**src/rtl/core/mpd_pkg.sv**
```systemverilog
// mpd_pkg: shared types, codes and the letter table for the morse pulse decoder
// used by mpd_core, morse_pulse_decoder and mpd_checker; depends on nothing
`default_nettype none

package mpd_pkg;

    // event kinds on the input channel
    localparam logic [1:0] REQ_RISE = 2'd0;
    localparam logic [1:0] REQ_FALL = 2'd1;
    localparam logic [1:0] REQ_OVF  = 2'd2;

    // result kinds
    localparam logic [1:0] KIND_DOT    = 2'd0;
    localparam logic [1:0] KIND_DASH   = 2'd1;
    localparam logic [1:0] KIND_LETTER = 2'd2;

    // register indexes on the configuration port
    localparam logic [1:0] REG_DOT_MIN  = 2'd0;
    localparam logic [1:0] REG_DASH_MIN = 2'd1;
    localparam logic [1:0] REG_GAP_MIN  = 2'd2;
    localparam logic [1:0] REG_GAP_MAX  = 2'd3;

    // register reset values
    localparam logic [15:0] DOT_MIN_RST  = 16'd500;
    localparam logic [15:0] DASH_MIN_RST = 16'd3000;
    localparam logic [15:0] GAP_MIN_RST  = 16'd8000;
    localparam logic [15:0] GAP_MAX_RST  = 16'd30000;

    // symbol counting
    localparam logic [2:0] MAX_SYMBOLS    = 3'd4;
    localparam logic [2:0] OVERLONG_COUNT = 3'd5;

    // letter emitted for an empty pattern
    localparam logic [6:0] EMPTY_LETTER = 7'h21;

    localparam int unsigned PADDR_W = 4;
    localparam int unsigned PDATA_W = 32;

    typedef struct packed {
        logic [1:0]  req_type;
        logic [15:0] timestamp;
    } mpd_in_t;

    typedef struct packed {
        logic [1:0] out_kind;
        logic [6:0] letter;
        logic       letter_valid;
    } mpd_out_t;

    typedef struct packed {
        logic [15:0] dot_min;
        logic [15:0] dash_min;
        logic [15:0] gap_min;
        logic [15:0] gap_max;
    } mpd_cfg_t;

    typedef struct packed {
        logic [15:0] start_time;
        logic [2:0]  symbol_count;
        logic [3:0]  symbol_pattern;
    } mpd_state_t;

    // letter by (1 << count) - 2 + pattern, zero where no letter exists
    function automatic logic [6:0] letter_at(input logic [4:0] idx);
        logic [6:0] ch;
        case (idx)
            5'd0:    ch = 7'h45; // E
            5'd1:    ch = 7'h54; // T
            5'd2:    ch = 7'h49; // I
            5'd3:    ch = 7'h4E; // N
            5'd4:    ch = 7'h41; // A
            5'd5:    ch = 7'h4D; // M
            5'd6:    ch = 7'h53; // S
            5'd7:    ch = 7'h44; // D
            5'd8:    ch = 7'h52; // R
            5'd9:    ch = 7'h47; // G
            5'd10:   ch = 7'h55; // U
            5'd11:   ch = 7'h4B; // K
            5'd12:   ch = 7'h57; // W
            5'd13:   ch = 7'h4F; // O
            5'd14:   ch = 7'h48; // H
            5'd15:   ch = 7'h42; // B
            5'd16:   ch = 7'h4C; // L
            5'd17:   ch = 7'h5A; // Z
            5'd18:   ch = 7'h46; // F
            5'd19:   ch = 7'h43; // C
            5'd20:   ch = 7'h50; // P
            5'd22:   ch = 7'h56; // V
            5'd23:   ch = 7'h58; // X
            5'd25:   ch = 7'h51; // Q
            5'd27:   ch = 7'h59; // Y
            5'd28:   ch = 7'h4A; // J
            default: ch = 7'h00;
        endcase
        return ch;
    endfunction

endpackage

`default_nettype wire

```
**src/rtl/core/morse_pulse_decoder.sv**
```systemverilog
// morse_pulse_decoder: Morse decoder top level, input register, state, result register, APB
// depends on mpd_pkg and mpd_core
//
// Takes one edge or overflow event per cycle and returns at most one item per event: a dot
// or dash echo, or a decoded letter. An accepted event is held in the input register, is
// decoded by a single subtract, compare and table lookup, and lands in the result register.
// Throughput is one event per cycle; the input stalls only while a result waits and m_ready
// is low. The four 16-bit bounds sit at APB byte addresses 0, 4, 8 and 12 and are meant to
// be written while no event is in flight. No clearing pass after reset.
`default_nettype none

module morse_pulse_decoder (
    input  wire                              aclk,
    input  wire                              aresetn,
    // event channel
    input  wire                              s_valid,
    output logic                             s_ready,
    input  mpd_pkg::mpd_in_t                 s_data,
    // result channel
    output logic                             m_valid,
    input  wire                              m_ready,
    output mpd_pkg::mpd_out_t                m_data,
    // configuration port
    input  wire                              psel,
    input  wire                              penable,
    input  wire                              pwrite,
    input  wire  [mpd_pkg::PADDR_W-1:0]      paddr,
    input  wire  [mpd_pkg::PDATA_W-1:0]      pwdata,
    output logic [mpd_pkg::PDATA_W-1:0]      prdata,
    output logic                             pready
);

    logic                in_valid_reg;
    mpd_pkg::mpd_in_t    in_item_reg;
    mpd_pkg::mpd_state_t state_reg;
    mpd_pkg::mpd_state_t state_next;
    mpd_pkg::mpd_cfg_t   cfg_reg;
    logic                out_valid_reg;
    mpd_pkg::mpd_out_t   out_data_reg;
    mpd_pkg::mpd_out_t   res;
    logic                res_valid;
    logic                advance;
    logic                cfg_wr;
    logic [1:0]          reg_idx;

    mpd_core u_core (
        .item      (in_item_reg),
        .cfg       (cfg_reg),
        .st        (state_reg),
        .st_next   (state_next),
        .res       (res),
        .res_valid (res_valid)
    );

    // the held item moves on unless its result would find the result register blocked
    assign advance = in_valid_reg && (!res_valid || !out_valid_reg || m_ready);
    assign s_ready = !in_valid_reg || advance;
    assign m_valid = out_valid_reg;
    assign m_data  = out_data_reg;

    // input register
    always_ff @(posedge aclk) begin
        if (!aresetn) begin
            in_valid_reg <= 1'b0;
        end else if (s_ready) begin
            in_valid_reg <= s_valid;
        end
        if (s_valid && s_ready) begin
            in_item_reg <= s_data;
        end
    end

    // decoder state and result register
    always_ff @(posedge aclk) begin
        if (!aresetn) begin
            state_reg     <= '0;
            out_valid_reg <= 1'b0;
        end else begin
            if (advance) begin
                state_reg <= state_next;
            end
            if (advance && res_valid) begin
                out_valid_reg <= 1'b1;
            end else if (m_ready) begin
                out_valid_reg <= 1'b0;
            end
        end
        if (advance && res_valid) begin
            out_data_reg <= res;
        end
    end

    // configuration registers
    assign pready  = 1'b1;
    assign cfg_wr  = psel && penable && pwrite && pready;
    assign reg_idx = paddr[3:2];

    always_ff @(posedge aclk) begin
        if (!aresetn) begin
            cfg_reg.dot_min  <= mpd_pkg::DOT_MIN_RST;
            cfg_reg.dash_min <= mpd_pkg::DASH_MIN_RST;
            cfg_reg.gap_min  <= mpd_pkg::GAP_MIN_RST;
            cfg_reg.gap_max  <= mpd_pkg::GAP_MAX_RST;
        end else if (cfg_wr) begin
            case (reg_idx)
                mpd_pkg::REG_DOT_MIN:  cfg_reg.dot_min  <= pwdata[15:0];
                mpd_pkg::REG_DASH_MIN: cfg_reg.dash_min <= pwdata[15:0];
                mpd_pkg::REG_GAP_MIN:  cfg_reg.gap_min  <= pwdata[15:0];
                mpd_pkg::REG_GAP_MAX:  cfg_reg.gap_max  <= pwdata[15:0];
                default:               cfg_reg          <= cfg_reg;
            endcase
        end
    end

    // register readback
    always_comb begin
        case (reg_idx)
            mpd_pkg::REG_DOT_MIN:  prdata = {16'd0, cfg_reg.dot_min};
            mpd_pkg::REG_DASH_MIN: prdata = {16'd0, cfg_reg.dash_min};
            mpd_pkg::REG_GAP_MIN:  prdata = {16'd0, cfg_reg.gap_min};
            mpd_pkg::REG_GAP_MAX:  prdata = {16'd0, cfg_reg.gap_max};
            default:               prdata = '0;
        endcase
    end

endmodule

`default_nettype wire

```
**src/rtl/core/mpd_core.sv**
```systemverilog
// mpd_core: per-item decode logic, pulse width, classification and letter lookup
// depends on mpd_pkg
`default_nettype none

module mpd_core (
    input  mpd_pkg::mpd_in_t    item,
    input  mpd_pkg::mpd_cfg_t   cfg,
    input  mpd_pkg::mpd_state_t st,
    output mpd_pkg::mpd_state_t st_next,
    output mpd_pkg::mpd_out_t   res,
    output logic                res_valid
);

    logic [15:0] width;
    logic        is_dot;
    logic        is_dash;
    logic        is_end;
    logic [4:0]  tbl_idx;
    logic [6:0]  tbl_ch;
    logic [4:0]  base_idx;

    // wrapping pulse width and its class
    assign width   = item.timestamp - st.start_time;
    assign is_dot  = (width > cfg.dot_min) && (width < cfg.dash_min);
    assign is_dash = !is_dot && (width >= cfg.dash_min) && (width < cfg.gap_min);
    assign is_end  = !is_dot && !is_dash && (width >= cfg.gap_min) && (width < cfg.gap_max);

    // table index for patterns of one to four symbols
    assign base_idx = (5'd1 << st.symbol_count) - 5'd2;
    assign tbl_idx  = base_idx + {1'b0, st.symbol_pattern};
    assign tbl_ch   = mpd_pkg::letter_at(tbl_idx);

    always_comb begin
        st_next   = st;
        res       = '0;
        res_valid = 1'b0;
        case (item.req_type)
            mpd_pkg::REQ_RISE: begin
                st_next.start_time = item.timestamp;
            end
            mpd_pkg::REQ_FALL: begin
                st_next.start_time = '0;
                if (is_dot || is_dash) begin
                    res_valid    = 1'b1;
                    res.out_kind = is_dash ? mpd_pkg::KIND_DASH : mpd_pkg::KIND_DOT;
                    // append symbol, saturate at overlong
                    if (st.symbol_count < mpd_pkg::MAX_SYMBOLS) begin
                        st_next.symbol_pattern = st.symbol_pattern
                            | (4'(is_dash) << st.symbol_count[1:0]);
                        st_next.symbol_count = st.symbol_count + 3'd1;
                    end else begin
                        st_next.symbol_count = mpd_pkg::OVERLONG_COUNT;
                    end
                end else if (is_end) begin
                    res_valid    = 1'b1;
                    res.out_kind = mpd_pkg::KIND_LETTER;
                    if (st.symbol_count == 3'd0) begin
                        res.letter       = mpd_pkg::EMPTY_LETTER;
                        res.letter_valid = 1'b1;
                    end else if (st.symbol_count <= mpd_pkg::MAX_SYMBOLS) begin
                        res.letter       = tbl_ch;
                        res.letter_valid = (tbl_ch != 7'h00);
                    end
                    st_next.symbol_count   = '0;
                    st_next.symbol_pattern = '0;
                end
            end
            mpd_pkg::REQ_OVF: begin
                st_next.start_time = '0;
            end
            default: begin
                st_next = st;
            end
        endcase
    end

endmodule

`default_nettype wire

```
**config.mk**
```make
export PLATFORM = sky130hd
export DESIGN_NAME = morse_pulse_decoder
export DESIGN_NICKNAME = d
export VERILOG_FILES = /design/src/rtl/core/mpd_pkg.sv /design/src/rtl/core/morse_pulse_decoder.sv /design/src/rtl/core/mpd_core.sv
export SDC_FILE = /design/constraint.sdc
export NUM_CORES = 1
export LEC_CHECK = 0
export BUFFER_PORTS_ARGS = -buffer_cell sky130_fd_sc_hd__clkbuf_2
export CORE_MARGIN = 2
export CORE_UTILIZATION = 43
export DETAILED_ROUTE_END_ITERATION = 10
export PLACE_DENSITY = 0.6
export REMOVE_ABC_BUFFERS = 1
export SLEW_MARGIN = 20
export SYNTH_ARGS = -nofsm -noshare
export SYNTH_HDL_FRONTEND = slang
export SYNTH_HIERARCHICAL = 1
export SYNTH_SLANG_ARGS = --single-unit
```
**constraint.sdc**
```tcl
create_clock -name aclk -period 7.44 [get_ports aclk]
set_clock_uncertainty 0.2 [all_clocks]
set_input_delay 0 -clock aclk [delete_from_list [all_inputs] [get_ports aclk]]
set_output_delay 0 -clock aclk [all_outputs]
set_load 0.01 [all_outputs]
```
Word level (Yosys, flattened, before mapping)
Memory sizes are Yosys's and may differ from the RTL's.
Cells that the tools add are included.
- memories kept: 1
- flip-flop bits (word level): 117
- output and inout bits: 45
- bits of input ports: 61
- ROM bits: 192
- memories (name ; words ; width ; rd ports ; clocked after memory_dff ; write ports ; line ; RTL):
    (no name shown) ; 32 ; 6 ; 1 ; 0 ; 0 ; mpd_pkg.sv:66 ; case (idx)
- shift operators: 2
- reduce and logical (&&, ||, !) cells: 37
- $lt $le $gt $ge: 8
- equality and inequality tests: 6
- bitwise gates (word level): 4
- mux-type cells: 16
- add/subtract/negate cells: 4
- operators by type and width (cell ; number):
    case mux 32 bit (4 select lines) ; 1
    less-than comparator 16 bit ; 3
    greater-or-equal comparator 16 bit ; 2
    case mux 16 bit (2 select lines) ; 1
    > comparator 16 bit ; 1
    two-way mux 8 bit ; 2
    subtractor 16 bit ; 1
    two-way mux 7 bit ; 2
    logical AND 1 bit ; 11
    two-way mux 10 bit ; 1
    AND reduction 2 bit ; 5
    nonzero test 7 bit ; 1
    equality test 2 bit (second input constant) ; 3
    two-way mux 1 bit ; 6
    nonzero test 2 bit ; 3
    adder 5 x 4 -> 5 bit ; 1
    zero test 1 bit ; 5
    OR reduction 5 bit ; 1
    left shift 1 x 3 -> 5 bit (first input constant) ; 1
    subtractor 5 x 2 -> 5 bit (second input constant) ; 1
    equality test 2 x 1 -> 1 bit (second input constant) ; 2
    zero test 2 bit ; 2
    logical OR 1 bit ; 4
    two-way mux 4 bit ; 1
    other kinds (14) ; 16

Logic depth before layout (Yosys ltp)
Gate-level depths: netlist of the first run.
- word-level depth: 19
- depth in mapped cells: 24
- depth with buffers taken out: 23

Modules after synthesis
The synthesis of the first run kept the hierarchy.
- by module, submodules not included (module ; cells an instance ; instances ; area each (sq um)):
    morse_pulse_decoder ; 427 ; 1 ; 4888.4
    mpd_core ; 464 ; 1 ; 3335.7

Worst setup path after synthesis of the first run
Ideal clock, no wire load.
- path kind: reg2reg
- start: reg in_item_reg[1] (netlist bit)
- end: reg out_data_reg, in the netlist m_data[0] (enable)
- buffers on the path: 2
- required time: 6897 ps
- period minus slack after synthesis: 5248 ps
- arrival time: 4705 ps
- stages on the path, launching flop included: 21
- setup slack: 2192 ps
- cells stage by stage: edfxtp_1 > ha_1 > nor2b_1 > o31a_1 > o31a_1 > or3_1 > a21oi_1 > xnor2_1 > ha_1 > a21o_1 > a21o_1 > a221o_1 > a221o_1 > o21ai_2 > o21ba_2 > nor2b_1 > nor2_1 > a21boi_0 > buf_2 > buf_4 > and2_1
- word-level cells in the longest chain between the ends: 18
- elaborated cells between the ends (all ways): 24
- classes of those cells: add/sub: 1; order compare: 6; mux: 3; reduce/logical: 14
- RTL lines (element ; line ; RTL):
    start, declared ; morse_pulse_decoder.sv:34 ; mpd_pkg::mpd_in_t in_item_reg;
    start signal, assigned ; morse_pulse_decoder.sv:69 ; in_item_reg <= s_data;
    subtractor 16 bit * ; mpd_core.sv:23 ; assign width = item.timestamp - st.start_time;
    > comparator 16 bit / less-than comparator 16 bit (equally long branches) ; mpd_core.sv:24 ; assign is_dot = (width > cfg.dot_min) && (width < cfg.dash_min);
    logical AND 1 bit ; mpd_core.sv:24 ;
    zero test 1 bit ; mpd_core.sv:25, mpd_core.sv:26 ;
    logical AND 1 bit (2 in series) ; mpd_core.sv:25 ; assign is_dash = !is_dot && (width >= cfg.dash_min) && (width < cfg.gap_min);
    zero test 1 bit ; mpd_core.sv:26 ; assign is_end = !is_dot && !is_dash && (width >= cfg.gap_min) && (width < cfg.gap_max);
    logical AND 1 bit (3 in series) ; mpd_core.sv:26 ;
    two-way mux 1 bit ; mpd_core.sv:54 ; end else if (is_end) begin
    two-way mux 1 bit * ; mpd_core.sv:43 ; if (is_dot || is_dash) begin
    two-way mux 1 bit * ; mpd_core.sv:37 ; case (item.req_type)
    named net res_valid ; morse_pulse_decoder.sv:41 ; logic res_valid;
    zero test 1 bit ; morse_pulse_decoder.sv:56 ; assign advance = in_valid_reg && (!res_valid || !out_valid_reg || m_ready);
    logical OR 1 bit (2 in series) ; morse_pulse_decoder.sv:56 ;
    logical AND 1 bit ; morse_pulse_decoder.sv:56 ;
    logical AND 1 bit * ; morse_pulse_decoder.sv:88 ; if (advance && res_valid) begin
    end signal, assigned ; morse_pulse_decoder.sv:89 ; out_data_reg <= res;
    end, declared ; morse_pulse_decoder.sv:39 ; mpd_pkg::mpd_out_t out_data_reg;
Mark *: on every way through the listed nets, which the timed path passes. The rest lies on a longest branch.
A chain may end at the register's enable or synchronous reset.

Worst setup path in the final report of the first run
- start: reg state_reg[8] (netlist bit)
- end: reg in_valid_reg
- word-level cells in the longest chain between the ends: 18
- elaborated cells between the ends (all ways): 24
- classes of those cells: add/sub: 1; order compare: 6; mux: 3; reduce/logical: 14
- RTL lines (element ; line ; RTL):
    start, declared ; morse_pulse_decoder.sv:35 ; mpd_pkg::mpd_state_t state_reg;
    start signal, assigned ; morse_pulse_decoder.sv:80 ; state_reg <= state_next;
    subtractor 16 bit * ; mpd_core.sv:23 ;
    > comparator 16 bit / less-than comparator 16 bit (equally long branches) ; mpd_core.sv:24 ;
    logical AND 1 bit ; mpd_core.sv:24 ;
    zero test 1 bit ; mpd_core.sv:25, mpd_core.sv:26 ;
    logical AND 1 bit (2 in series) ; mpd_core.sv:25 ;
    zero test 1 bit ; mpd_core.sv:26 ;
    logical AND 1 bit (3 in series) ; mpd_core.sv:26 ;
    two-way mux 1 bit ; mpd_core.sv:54 ;
    two-way mux 1 bit * ; mpd_core.sv:43 ;
    two-way mux 1 bit * ; mpd_core.sv:37 ;
    named net res_valid ; morse_pulse_decoder.sv:41 ;
    zero test 1 bit * ; morse_pulse_decoder.sv:56 ;
    logical OR 1 bit * (2 in series) ; morse_pulse_decoder.sv:56 ;
    logical AND 1 bit * ; morse_pulse_decoder.sv:56 ;
    logical OR 1 bit * ; morse_pulse_decoder.sv:57 ; assign s_ready = !in_valid_reg || advance;
    end signal, assigned ; morse_pulse_decoder.sv:66 ; in_valid_reg <= s_valid;
    end, declared ; morse_pulse_decoder.sv:33 ; logic in_valid_reg;
Marked as above.

==> impl_metrics.json, run 1 <==
{
  "status": "completed",
  "layout-drive-gt1-share_pct": 13.3,
  "async_flop_share_pct": 0,
  "wl_met3_um": 586,
  "dr.pass1.iters": 5,
  "synth_area_per_cell_um2": 9.23,
  "vias": 6395,
  "netlist_instances": 891,
  "wl_met1_mm": 9.26,
  "diodes": 0,
  "critPathMaxFanout": 5,
  "rsz0062_at_grt": "no",
  "grt_pass1_wl_mm": 31.2,
  "multi_input_area_um2": 4920,
  "min_path_type": "in2reg",
  "ff_latch_area_um2": 2620,
  "io_buffers": 70,
  "ctsResizeCount": 0,
  "setup-tns-final_ns": 0,
  "cts_root_buf": "clkbuf_16",
  "finalWirelength_mm": 18.7,
  "cp.arrival_ns": 6.45,
  "final_common_cell": "nand2_1",
  "drv_slew": 0,
  "cts_buffers": 17,
  "leakage_uw": 0.00441,
  "p_per_area_nw_per_um2": 203,
  "fmaxAchievable_mhz": 159,
  "hpwl_mm": 13.3,
  "postLayoutCellArea_um2": 9660,
  "hold_viol_final": 0,
  "tightest_slew_ns": 0.995,
  "die_y_um": 142,
  "ant_nets": 0,
  "grt_pass1_vias": 6200,
  "synth_area_um2": 8220,
  "yosysWarnings": 6,
  "remaining_drc_errors": 0,
  "grt_antenna_before_repair": 0,
  "via_per_inst": 5.17,
  "cp-start-kind": "flip-flop",
  "slew_headroom_pct": 33.7,
  "synth.distinct_cells": 72,
  "ir_drop_mv": 0.164,
  "grt.overflow.total": 0,
  "synth_seq_cells": 117,
  "coreArea_um2": 18700,
  "ys_seq_area_share_pct": 31.9,
  "top_layer": "met4",
  "wire_per_inst_um": 15.1,
  "start_util_pct": 44.0,
  "maxCapViolCount": 0,
  "critPathKind": "reg2reg",
  "dieArea_um2": 20200,
  "path_clk_slew_ns": 0.06,
  "mostFrequentLayoutCells": "nand2_1 (123), inv_1 (105), ha_1 (93), dfxtp_1 (89), mux2i_1 (79)",
  "fin_nets": 1147,
  "end_kind": "flip-flop",
  "synth_flop_cell": "dfxtp_1",
  "cts_sinks": 117,
  "die_x_um": 142,
  "placed_area_um2": 8640,
  "cts_tree": "yes",
  "drtIter0Drc": 405,
  "io_pins": 106,
  "synth-edff-count": 28,
  "crit_required_ns": 7.60,
  "num-fill-cells": 1735,
  "clock_latency_ns": 0.42,
  "finalCriticalPeriod_ns": 6.29,
  "route.met2.wl_mm": 8.61,
  "rows": 50,
  "grtUsageTotal_pct": 19.5,
  "final.period_utilization_pct": 84.6,
  "grt_max_degree": 72,
  "largest_reg_flops": 64,
  "area_growth_pct": 17.5,
  "htreeDepth": 4,
  "routabilityCongestion": 0.829,
  "clockBufferDepth": 2,
  "setup_viol": 0
}
[cell usage after synthesis, types with 3 or more instances]
master	number	area, um2
nand2_1	123	462
inv_1	105	394
ha_1	93	1160
dfxtp_1	89	1780
mux2i_1	79	791
a21oi_1	28	140
edfxtp_1	28	841
nor2_1	26	97.6
o21ai_0	24	120
buf_4	23	173
nor2b_1	23	144
mux4_2	18	405
clkbuf_1	17	63.8
a22o_1	16	140
o211ai_1	16	120
a21o_1	14	105
xnor2_1	14	123
nor3_1	11	55.1
nand4_1	10	62.6
and2b_1	9	67.6
nand2b_1	9	56.3
nand3_1	9	45.0
o21a_1	8	60.1
buf_2	7	35.0
a211oi_1	6	45.0
nor4_1	6	37.5
and2_1	5	31.3
o21ai_1	5	25.0
a221o_1	4	40.0
xor2_1	4	35.0
a211o_1	3	26.3
a31oi_1	3	18.8
and4_1	3	26.3
buf_6	3	33.8
[stage by stage]
step / hold WS [ns] / cells / util, % / total power (uW) / setup WS [ns]
floorplan: -0.111 / 853 / - / 994 / 0.0635
global placement: -0.0199 / 1163 / 46.2 / 1110 / 1.44
detailed placement: -0.0204 / 1163 / 46.2 / 1120 / 1.42
CTS: 0.0638 / 1238 / 51.6 / 1980 / 1.18
global route: 0.0789 / 1238 / 51.6 / 2070 / 0.734
finish: 0.0941 / 1238 / 51.6 / 1960 / 1.15
[cell type report]
type                            count  area share [%]
Multi-Input combinational cell    630            51.0
Sequential cell                   117            27.1
Timing Repair Buffer              119            8.57
Clock buffer                       18            4.44
Inverter                          106            4.12
Tap cell                          234            3.03
Clock inverter                     14            1.71
[cells by family after synthesis]
family,synth area share (%)
AOI/OAI and AO/OA,12.4
xor gates and xnor gates,1.92
adders and majority gates,14.9
buffers and inverters,9.05
DFF,31.9
muxes,14.8
other,0.0913
and+or+nand+nor,15.0
[where the power goes]
group          internal (uW)  total (uW)  switching (uW)
Clock                    550         837             287
Combinational            192         443             251
Sequential               672         685            13.0
Total                   1410        1960             551
[worst max-delay path, stage by stage, from the launching register on]
cell and delay [ns]:
dfxtp_1 0.40, inv_1 0.07, ha_1 0.26, nor2b_1 0.14, o31a_1 0.27, o31a_1 0.29
nor2_1 0.12, a21oi_1 0.11, a211o_1 0.31, xor2_1 0.38, ha_1 0.35, a211oi_1 0.22
o211ai_1 0.13, a31o_1 0.24, a221o_1 0.37, a21oi_1 0.21, o21ba_2 0.23, nor2b_1 0.17
nor2_1 0.26, and2_1 0.22, a21oi_1 0.07, dlygate4sd3_1 0.57, nor2b_1 0.10, dlygate4sd3_1 0.54
[what timing repair did]
action                                 CTS  global route
hold buffers                            43             0
buffers inserted                         0             0
endpoints found under the hold margin  104             0
[routing by layer]
| metal | vias up | track usage [%] |
|---|---|---|
| met5 | - | 0 |
| met4 | 0 | 6.57 |
| met3 | 21 | 4.14 |
| met2 | 107 | 31.8 |
| met1 | 2981 | 25.7 |
| li1 | 3286 | - |
[path summary, 6_finish.rpt]
check	endpoint	start	cells past startpoint	slack [ns]
worst max register to register	in_valid_reg$_SDFFE_PN0P_	state_reg[8]$_SDFFE_PN0P_	23	1.15
worst min register to register	state_reg[1]$_SDFFE_PN0P_	state_reg[1]$_SDFFE_PN0P_	2	0.26
worst min-delay path	in_item_reg[0]$_DFFE_PP_	s_data[0]	2	0.09
worst max-delay path	in_valid_reg$_SDFFE_PN0P_	state_reg[8]$_SDFFE_PN0P_	23	1.15
(Power assumes the default switching activity.)
==> inputs of run 2 (changes only) <==
--- a/config.mk
+++ b/config.mk
@@ -5,6 +5,7 @@
 export SDC_FILE = /design/constraint.sdc
 export NUM_CORES = 1
 export LEC_CHECK = 0
+export ABC_AREA = 1
 export BUFFER_PORTS_ARGS = -buffer_cell sky130_fd_sc_hd__clkbuf_2
 export CORE_MARGIN = 2
 export CORE_UTILIZATION = 43
==> constraint.sdc (replaced) <==
create_clock -name aclk -period 6.15 [get_ports aclk]
set_clock_uncertainty 0.2 [all_clocks]
set_input_delay 0 -clock aclk [delete_from_list [all_inputs] [get_ports aclk]]
set_output_delay 0 -clock aclk [all_outputs]
set_load 0.01 [all_outputs]
==> run 2 against run 1 <==
Effect of this change: wire length increased by 18%; synthesized cell count increased by 40%; combinational power increased by 75%; hold slack got worse by 0.0040 ns; clock-buffer cell count increased by 4; design area increased by 5.6%; die area increased by 4.5%; flip-flop and latch count unchanged; synthesized area increased by 4.7%; fmax increased by 26%; via count increased by 24%; power increased by 38%; largest power group unchanged.
==> impl_metrics.json, run 2 <==
{
  "status": "completed",
  "finalWirelength_mm": 22.1,
  "worst_r2r_path_depth": 24,
  "final_common_cell": "nand2_1",
  "ctsResizeCount": 0,
  "via_per_inst": 4.89,
  "finalCriticalPeriod_ns": 4.98,
  "routabilityCongestion": 0.900,
  "die_y_um": 145,
  "wire_per_inst_um": 13.6,
  "maxCapViolCount": 0,
  "cp.arrival_ns": 4.82,
  "drv_slew": 0,
  "yosys.area_share.simple_pct": 31.7,
  "synth_area_leaders": "dfxtp_1 (21%), nand2_1 (14%), ha_1 (14%)",
  "yosys-top-cells-count": "nand2_1 (312), inv_1 (197), nor2_1 (136)",
  "grt_max_degree": 90,
  "crit_required_ns": 6.00,
  "tightest_slew_ns": 1.04,
  "synth-xor-area-share_pct": 1.90,
  "power_uw": 2710,
  "critPathMaxFanout": 18,
  "synth_mux_area_share_pct": 0,
  "final.period_utilization_pct": 80.9,
  "setup_viol": 0,
  "fin_nets": 1502,
  "cts_root_buf": "clkbuf_16",
  "end_kind": "flip-flop",
  "path_clk_slew_ns": 0.06,
  "drtIter0Drc": 444,
  "grt_pass1_vias": 7480,
  "p_per_area_nw_per_um2": 266,
  "ys_seq_area_share_pct": 30.5,
  "min_path_type": "in2reg",
  "critPathCapture": "in_item_reg[12]$_DFFE_PP_",
  "crit-reg2reg-launch": "in_item_reg[0]$_DFFE_PP_",
  "ant_nets": 0,
  "diodes": 0,
  "synth.most_common_cell": "nand2_1",
  "setup-tns-final_ns": 0,
  "dieArea_um2": 21200,
  "cp-start-kind": "flip-flop",
  "synth-edff-count": 28,
  "dr.pass1.iters": 5,
  "die_x_um": 145,
  "grtUsageTotal_pct": 21.4,
  "hold_viol_final": 0,
  "rr_endpoint": "in_item_reg[12]$_DFFE_PP_",
  "remaining_drc_errors": 0,
  "slew_headroom_pct": 30.9,
  "largest_reg_flops": 64,
  "synth.distinct_cells": 49,
  "synthAdderAreaFrac_pct": 14.0,
  "yosys.area.top_type": "dfxtp_1",
  "synth_compound_area_share_pct": 8.91,
  "rows": 51,
  "netlist_instances": 1245,
  "grt.overflow.total": 0,
  "layout-drive-gt1-share_pct": 11.3,
  "io_buffers": 70,
  "fmaxAchievable_mhz": 201,
  "crit_path_start": "in_item_reg[0]$_DFFE_PP_",
  "grt_pass1_wl_mm": 36.9,
  "area_growth_pct": 18.6,
  "coreArea_um2": 19500,
  "clock_latency_ns": 0.42,
  "hpwl_mm": 15.2,
  "htreeDepth": 4,
  "yosysWarnings": 6,
  "cts_sinks": 117,
  "synth_area_per_cell_um2": 6.91,
  "async_flop_share_pct": 0,
  "leakage_uw": 0.00503,
  "cts_tree": "yes",
  "mostFrequentLayoutCells": "nand2_1 (312), inv_1 (197), nor2_1 (136), nand3_1 (108), ha_1 (93)",
  "synth_top_area_share_pct": 20.7,
  "start_util_pct": 44.1,
  "clockBufferDepth": 2,
  "grt_antenna_before_repair": 0,
  "synth_area_um2": 8610,
  "critPathKind": "reg2reg",
  "rsz0062_at_grt": "no",
  "cts_buffers": 17,
  "synth_flop_cell": "dfxtp_1",
  "synth_top_family_by_area": "simple AND/OR/NAND/NOR gates",
  "synth_seq_cells": 117,
  "r2r_slack_ns": 1.17,
  "vias": 7941,
  "io_pins": 106,
  "ir_drop_mv": 0.214
}
[run 2: cell count changes after synthesis, moves of 16 or more]
| cell | before | now |
|---|---|---|
| inv_1 | 105 | 197 |
| a22o_1 | 16 | 0 |
| mux2i_1 | 79 | 0 |
| mux4_2 | 18 | 0 |
| nor2_1 | 26 | 136 |
| a21oi_1 | 28 | 64 |
| nor2b_1 | 23 | 0 |
| nand2_1 | 123 | 312 |
| nand3_1 | 9 | 108 |
[run 2: what timing repair did]
action                    4_1_cts  5_1_grt
hold buffers                   51        0
hold endpoints to repair       84        0
buffers inserted                0        0
[run 2: logic make-up after synthesis]
family                     after synthesis
and+or+nand+nor                        618
other                                    2
xor gates and xnor gates                17
buffers and inverters                  263
AOI/OAI and AO/OA                      133
adders and majority gates               95
DFF                                    117
[run 2: final cells by class]
class | count | area, um2
tap | 265 | 332
inverter | 204 | 771
sequential | 117 | 2620
fill | 1992 | 9320
clock buffer | 22 | 518
multi-input combinational | 880 | 4930
timing repair buffer | 126 | 898
clock inverter | 10 | 138
[run 2: routing by layer]
layer  vias up  global-route usage, %  wire [um]
met2       155                   36.3      10600
met3        26                   3.70        745
met5         -                      0          0
met1      3621                   28.1      10400
li1       4139                      -          -
met4         0                   5.88        365
[run 2: worst max-delay path, cell delays in order, from the launching register on]
cell and delay, ns:
edfxtp_1 0.32, inv_1 0.05, ha_1 0.23, fa_1 0.43, o21ai_0 0.36, nand4_1 0.13, nand3_1 0.16, nand2_1 0.06
nand2_1 0.06, a21oi_1 0.06, xor2_1 0.35, ha_1 0.31, nand2_1 0.12, nor2_1 0.05, o21ai_1 0.07, nand2_1 0.10
a21oi_2 0.19, nand2_1 0.08, nand3_1 0.16, nand3_1 0.09, nand2_1 0.15, inv_1 0.10, nand4_1 0.13, nand2_1 0.06
inv_1 0.56
[run 2: worst min-delay path by stage]
stage,startpoint,endpoint,slack [ns],cells past startpoint
global placement,s_data[12],in_item_reg[12]$_DFFE_PP_,-0.02,1
CTS,s_data[10],in_item_reg[10]$_DFFE_PP_,0.08,2
detailed placement,s_data[12],in_item_reg[12]$_DFFE_PP_,-0.02,1
finish,s_data[10],in_item_reg[10]$_DFFE_PP_,0.09,2
floorplan,aresetn,cfg_reg[10]$_SDFFE_PN1P_,-0.12,1
global route,s_data[11],in_item_reg[11]$_DFFE_PP_,0.09,2
[run 2: power by group]
part           internal, uW  switching [uW]  total, uW
logic                   281             495        776
registers               818            19.8        838
clock network           721             376       1100
total                  1820             891       2710
[run 2: per-stage QoR]
stage                     hold WS, ns  util [%]  cells  worst slack [ns]  area (um2)
after global placement        -0.0223      46.3   1541              1.24        9040
after global routing           0.0916      52.3   1624             0.711       10200
after CTS                      0.0751      52.3   1624              1.14       10200
after detailed placement      -0.0214      46.3   1541              1.17        9040
after floorplan                -0.115         -   1201              1.42        8320
final                          0.0901      52.3   1624              1.17       10200
